### src/sv/pfrl_pkg.sv
// Package for the per-flow packet rate limiter.
// Types, opcodes and controller state; no dependencies.
package pfrl_pkg;

  localparam logic OP_PACKET = 1'b0;
  localparam logic OP_CLEAR  = 1'b1;

  localparam logic [31:0] LIMIT_RESET = 32'd102400;
  localparam logic [31:0] COUNT_MAX   = 32'hFFFF_FFFF;

  typedef enum logic [2:0] {
    ST_IDLE,
    ST_CLEAR,
    ST_READ,
    ST_UPDATE,
    ST_OUT
  } pfrl_state_t;

  typedef struct packed {
    logic load;
    logic rd;
    logic clr_step;
    logic upd;
    logic out_load;
  } pfrl_cmd_t;

  typedef struct packed {
    logic clr_done;
    logic is_clear;
    logic is_ipv4;
  } pfrl_stat_t;

endpackage

### src/sv/pfrl_ctrl.sv
// Controller of the rate limiter: sequences clear sweep, read, update, output.
// Depends on pfrl_pkg.
module pfrl_ctrl import pfrl_pkg::*; (
  input  logic       clk,
  input  logic       rst_n,
  input  logic       in_fire,
  input  logic       out_busy,
  input  pfrl_stat_t stat,
  output pfrl_cmd_t  cmd,
  output logic       in_ready,
  output logic       res_valid
);
  pfrl_state_t state_r, state_nxt;

  always_ff @(posedge clk) begin
    if (!rst_n) state_r <= ST_CLEAR;
    else        state_r <= state_nxt;
  end

  always_comb begin
    state_nxt = state_r;
    unique case (state_r)
      ST_IDLE:   if (in_fire) state_nxt = ST_READ;
      ST_CLEAR:  if (stat.clr_done) state_nxt = ST_IDLE;
      ST_READ:   state_nxt = ST_UPDATE;
      ST_UPDATE: state_nxt = ST_OUT;
      ST_OUT:    if (!out_busy) state_nxt = stat.is_clear ? ST_CLEAR : ST_IDLE;
      default:   state_nxt = ST_IDLE;
    endcase
  end

  always_comb begin
    cmd = '0;
    in_ready = 1'b0;
    res_valid = 1'b0;
    unique case (state_r)
      ST_IDLE:   begin in_ready = 1'b1; cmd.load = in_fire; end
      ST_CLEAR:  cmd.clr_step = !stat.clr_done;
      ST_READ:   cmd.rd = 1'b1;
      ST_UPDATE: cmd.upd = !stat.is_clear && stat.is_ipv4;
      ST_OUT:    begin
        cmd.out_load = !out_busy;
        res_valid = !out_busy;
      end
      default:   ;
    endcase
  end
endmodule

### config.mk
export PLATFORM = sky130hd
export DESIGN_NAME = pfrl_ctrl
export DESIGN_NICKNAME = d
export VERILOG_FILES = /design/src/sv/pfrl_pkg.sv /design/src/sv/pfrl_ctrl.sv
export SDC_FILE = /design/constraint.sdc
export NUM_CORES = 1
export LEC_CHECK = 0
export BUFFER_PORTS_ARGS = -buffer_cell sky130_fd_sc_hd__clkbuf_2
export CORE_AREA = 2 2 39 41
export CTS_CLUSTER_DIAMETER = 80
export DETAILED_ROUTE_END_ITERATION = 8
export DIE_AREA = 0 0 41 43
export PLACE_DENSITY_LB_ADDON = 0.2
export RECOVER_POWER = 25
export SLEW_MARGIN = 10
export SYNTH_ARGS = -nofsm -noshare
export SYNTH_HDL_FRONTEND = slang
export SYNTH_SLANG_ARGS = --single-unit
### constraint.sdc
create_clock -name clk -period 1.65 [get_ports clk]
set_clock_uncertainty 0.2 [all_clocks]
set_input_delay 0.0825 -clock clk [delete_from_list [all_inputs] [get_ports clk]]
set_output_delay 0.0825 -clock clk [all_outputs]
set_load 0.005 [all_outputs]
==> flow_summary.ini, run 1 <==
[layout]
largestRegisters = state_r (3)
layout.nets = 56
antenna_cells = 0
syn2layout_area_growth_pct = 64.7
max_flop_register = state_r
largest_reg_flops = 3
fin_cells = 64
drive_gt1_frac = 0.417

[die]
num_io_pins = 14
rows = 14
die_h_um = 43
die_w_um = 41
start_util = 0.166
core_um2 = 1380
dieArea_um2 = 1760

[critical_path]
crit_chain = nor4b_2 -> clkbuf_2
cp.required_ns = 1.37
critPathLaunchType = flip-flop
max_stage_delay_ns = 0.48
crit_start = state_r[2]$_SDFFE_PN0P_
crit_arrival_ns = 1.23
slowest_stage = dfxtp_1
endpoint_kind = output port
critPathMaxFanout = 10
r2r_start = state_r[2]$_SDFFE_PN0P_
critPathKind = flip-flop to output port

[logic_synthesis]
synth_top_family_by_area = simple AND/OR/NAND/NOR gates
synthTopCellsByArea = dfxtp_1, mux2_2, nand2b_1, nor4b_1, nor3_1
synth_top_area_frac = 0.261
syn_inst = 29
yosysWarningCount = 0
synth_compound_area_frac = 0.0870
synthesis.area_um2 = 230
synth_xor_area_frac = 0
synth.avg_cell_area_um2 = 7.94
synth-adder-area-share = 0
synthMuxAreaShare = 0.0978
synth_cell_types = 18
synthSimpleGateAreaFrac = 0.440
syn_nets = 36
yosysTopAreaCell = dfxtp_1
yosys_register_bits = 3
synth.yosys.seq_area_share = 0.261

[clocking]
cts_tree = built
clockBufferDepth = 2
clkSlewWorstSetupHoldPaths_ns = 0.04
cts_max_level = 1
clk_latency_ns = 0.24
cts.sinks = 3
ctsRootBufferMaster = clkbuf_4
cts_buffers = 3
post_cts.repair.setup_buffers = 0

[global_routing]
antenna_found_initial = 0
grt_pass1_wl_um = 1060
grt_use_met3 = 0.0471
gr-usage-all-layers = 0.0942
gr-usage-met2 = 0.103
busiest_layer = met1
grt_max_degree = 11
grt_overflow_total = 0
grt_util_met1 = 0.137
grt_pass1_vias = 238

[run]
maxCapViolCount = 0

[timing]
timing.fmax_mhz = 660
hold_viol = 0
max_slew.worst_pin.slew_ns = 0.309
relSlewSlack = 0.793
rsz0062_at_grt = no
fin_crit_sh = 0.918
finalSetupViolCount = 0
final.setup.tns_ns = 0
setup_ws_ns = 0.135
finalCriticalPeriod_ns = 1.52
slew_viol_final = 0

[detailed_routing]
vias_per_cell = 4.05
drt-wirelength-per-cell_um = 9.20
drt_pass1_iterations = 2
finalWirelength_um = 589
ant_nets = 0
vias = 259
drt_iter0_drc = 3
drc_errors = 0

[place]
dp.cells = 55
pre_cts_ws_ns = 0.180
numPortBuffers = 13
detailed_place_hpwl_um = 401
place_congestion = 0.740

[power]
switchingPower_mw = 0.0806
combinationalPowerShare = 0.228
powerDensity_nw_per_um2 = 774
switching_share = 0.274
power.leakage_nw = 0.168
max-vdd-ir-drop_mv = 0.343
pwr-share-clk = 0.454
power.total_mw = 0.294
p_int_mw = 0.213
seq_power_share = 0.318

[worst_hold_path]
hold_class = input port to output port
worstHoldStart = stat[0]

[status]
status = finished clean
-- logic make-up (layout without fill, tap and decap cells) --
logic type,Yosys count,after routing
AND/OR/NAND/NOR,17,17
buffers and inverters,4,23
AO/OA/AOI/OAI,3,3
flip-flops,3,3
multiplexers,2,2
-- Yosys cell counts --
| library cell | number |
|---|---|
| nand2_1 | 2 |
| clkbuf_1 | 2 |
| o31ai_1 | 1 |
| nor4b_1 | 2 |
| dfxtp_1 | 3 |
| or4_1 | 1 |
| mux2_2 | 2 |
| nand2b_1 | 3 |
| nor2_1 | 2 |
| buf_6 | 1 |
| and2_1 | 1 |
| buf_4 | 1 |
| nor3_1 | 3 |
| a21oi_1 | 1 |
| nand3b_1 | 1 |
| o211ai_1 | 1 |
| and2b_1 | 1 |
| nor2b_1 | 1 |
-- critical path: cells and delay by family (launching register included) --
kind | cells | cell delay [ns]
buffers and inverters | 1 | 0.17
flip-flops | 1 | 0.48
AND/OR/NAND/NOR | 1 | 0.34
-- power by group through the flow --
stage          Sequential [mW]  Combinational (mW)  Clock (mW)
6_report                0.0935              0.0670       0.133
4_1_cts                 0.0932              0.0678       0.141
3_5_place_dp            0.0937              0.0575           0
5_1_grt                 0.0957              0.0750       0.153
3_3_place_gp            0.0939              0.0588           0
2_1_floorplan           0.0819              0.0483           0
-- cells in the final DEF (no fill, tap or decap), types with 2 or more instances in the layout --
cell	n
nand2_1	2
mux2_2	2
clkbuf_4	3
nor3_1	3
nand2b_1	3
dlygate4sd3_1	5
clkbuf_2	13
dfxtp_1	3
nor2_1	2
-- path summary, 6_finish.rpt --
path / endpoint / slack [ns] / cells past startpoint
setup / recovery: res_valid / 0.13 / 2
hold / removal: cmd[1] / 0.23 / 4
setup reg to reg: state_r[2]$_SDFFE_PN0P_ / 0.15 / 3
hold reg to reg: state_r[0]$_SDFFE_PN1P_ / 0.42 / 1
-- repair_timing --
item | 4_1_cts | 5_1_grt
hold buffers | 5 | 0
endpoints found under the hold margin | 3 | 0
endpoints found under the setup margin | 2 | 0
resized for setup | 1 | 0
-- through the flow --
step           utilization  instance area, µm²  hold WS (ns)
3_5_place_dp         0.214                 297        0.0993
6_report             0.274                 379         0.231
2_1_floorplan            -                 230       -0.0286
4_1_cts              0.274                 379         0.235
3_3_place_gp         0.214                 297         0.108
5_1_grt              0.274                 379         0.248
-- metal layers --
layer / share of wire / wire length (µm)
met5: 0 / 0
met4: 0 / 0
met3: 0.063 / 37
met2: 0.46 / 268
met1: 0.48 / 283
-- area by class of cell --
class                   instances  area [µm²]
flip-flops and latches          3        60.1
well taps                      16        20.0
clock buffers                   4        26.3
fillers                       151        1000
repair buffers                 19         123
multi-input cells              22         150
No activity file was read; power rests on OpenSTA's default activity.
==> run 2: changes to the inputs <==
--- a/config.mk
+++ b/config.mk
@@ -5,7 +5,7 @@
 export SDC_FILE = /design/constraint.sdc
 export NUM_CORES = 1
 export LEC_CHECK = 0
-export BUFFER_PORTS_ARGS = -buffer_cell sky130_fd_sc_hd__clkbuf_2
+export BUFFER_PORTS_ARGS = -buffer_cell sky130_fd_sc_hd__buf_4
 export CORE_AREA = 2 2 39 41
 export CTS_CLUSTER_DIAMETER = 80
 export DETAILED_ROUTE_END_ITERATION = 8
==> run 2 against run 1 <==
Against the previous run: sequential share of layout area is 0.79 points lower; clock power is 3% lower; die area stayed put; highest routed layer unchanged; setup slack better by 0.023 ns; cell area is 5.3% higher; hold slack worse by 0.17 ns.
==> flow_summary.ini, run 2 (synthesis gave the netlist of run 1 again) <==
[status]
status = finished clean

[timing]
finalSetupViolCount = 0
rsz0062_at_grt = no
timing.fmax_mhz = 670
setup_ws_ns = 0.158
slew_viol_final = 0
finalCriticalPeriod_ns = 1.49
final.setup.tns_ns = 0
relSlewSlack = 0.776
hold_viol = 0
fin_crit_sh = 0.904
max_slew.worst_pin.slew_ns = 0.335

[run]
maxCapViolCount = 0

[global_routing]
grt_pass1_vias = 248
grt_overflow_total = 0
gr-usage-all-layers = 0.0873
grt_pass1_wl_um = 1000
grt_max_degree = 11
antenna_found_initial = 0

[detailed_routing]
drt_pass1_iterations = 3
drt-wirelength-per-cell_um = 9.11
finalWirelength_um = 583
vias_per_cell = 4.09
vias = 262
drc_errors = 0
ant_nets = 0
drt_iter0_drc = 4

[critical_path]
critPathLaunchType = input port
critPathKind = input port to flip-flop
cp.required_ns = 1.61
r2r-end = state_r[2]$_SDFFE_PN0P_
reg2regPathDepth = 3
r2r_slack_ns = 0.20
critPathMaxFanout = 4
r2r_start = state_r[0]$_SDFFE_PN1P_
crit_arrival_ns = 1.46
endpoint_kind = flip-flop

[die]
die_h_um = 43
core_um2 = 1380
start_util = 0.166
die_w_um = 41
num_io_pins = 14
rows = 14
dieArea_um2 = 1760

[clocking]
ctsRootBufferMaster = clkbuf_4
cts_resized = 0
cts_max_level = 1
cts.sinks = 3
cts_tree = built
cts_buffers = 3
clk_latency_ns = 0.23
clkSlewWorstSetupHoldPaths_ns = 0.04
clockBufferDepth = 2
post_cts.repair.setup_buffers = 0

[layout]
largestRegisters = state_r (3)
largest_reg_flops = 3
drive_gt1_frac = 0.396
final_common_cell = buf_4
layout.nets = 56
syn2layout_area_growth_pct = 73.4
layout_common_cells = buf_4, dlygate4sd3_1
antenna_cells = 0
fin_cells = 64
max_flop_register = state_r

[place]
pre_cts_ws_ns = 0.212
numPortBuffers = 13
dp.cells = 56
place_congestion = 0.698

[worst_hold_path]
hold_class = input port to flip-flop
worstHoldStart = out_busy
holdPathEnd = state_r[2]$_SDFFE_PN0P_
holdPathStages = 4

[power]
max-vdd-ir-drop_mv = 0.202
powerDensity_nw_per_um2 = 741
power.leakage_nw = 0.175
run 2: worst max-delay path by stage:
stage / startpoint / end / slack [ns] / depth (start not counted)
global route: state_r[2]$_SDFFE_PN0P_ / cmd[4] / 0.04 / 4
global placement: state_r[0]$_SDFFE_PN1P_ / state_r[2]$_SDFFE_PN0P_ / 0.24 / 3
detailed placement: state_r[0]$_SDFFE_PN1P_ / state_r[2]$_SDFFE_PN0P_ / 0.21 / 3
finish: in_fire / state_r[2]$_SDFFE_PN0P_ / 0.16 / 5
CTS: state_r[0]$_SDFFE_PN1P_ / res_valid / 0.13 / 3
floorplan: state_r[0]$_SDFFE_PN1P_ / state_r[2]$_SDFFE_PN0P_ / 0.20 / 4
run 2: layout make-up:
class	count	area, µm²
Timing Repair Buffer	19	149
Fill cell	162	985
Sequential cell	3	60.1
Tap cell	16	20.0
Clock buffer	4	26.3
Multi-Input combinational cell	22	144
run 2: where the power goes:
part	switching (mW)	leakage, nW	total, mW	internal [mW]
Combinational	0.0256	0.135	0.0750	0.0494
Clock	0.0381	0.0150	0.129	0.0906
Sequential	0.0125	0.0248	0.0920	0.0794
Total	0.0762	0.175	0.296	0.219
run 2: per-stage QoR:
step                hold slack, ns   util  total power, mW  cell area [µm²]
finish                      0.0635  0.288            0.296              399
global route                 0.101  0.288            0.317              399
CTS                         0.0603  0.291            0.305              403
detailed placement           0.123  0.243            0.162              337
global placement             0.120  0.243            0.163              337
floorplan                  -0.0286      -            0.130              230
run 2: repair_timing:
action,in CTS,in global routing
endpoints found under the setup margin,0,0
hold buffers,4,0
endpoints found under the hold margin,3,0
run 2: metal layers:
| layer | vias to the layer above | wire length (µm) | track usage |
|---|---|---|---|
| met5 | - | 0 | 0 |
| met4 | 0 | 0 | 0.100 |
| met3 | 0 | 17 | 0.0157 |
| met2 | 6 | 297 | 0.109 |
| met1 | 118 | 267 | 0.109 |
| li1 | 138 | - | - |
run 2: critical path: stages:
cell	delay (ns)
dlygate4sd3_1	0.54
buf_4	0.14
and2b_1	0.14
or4_1	0.40
a21oi_1	0.15
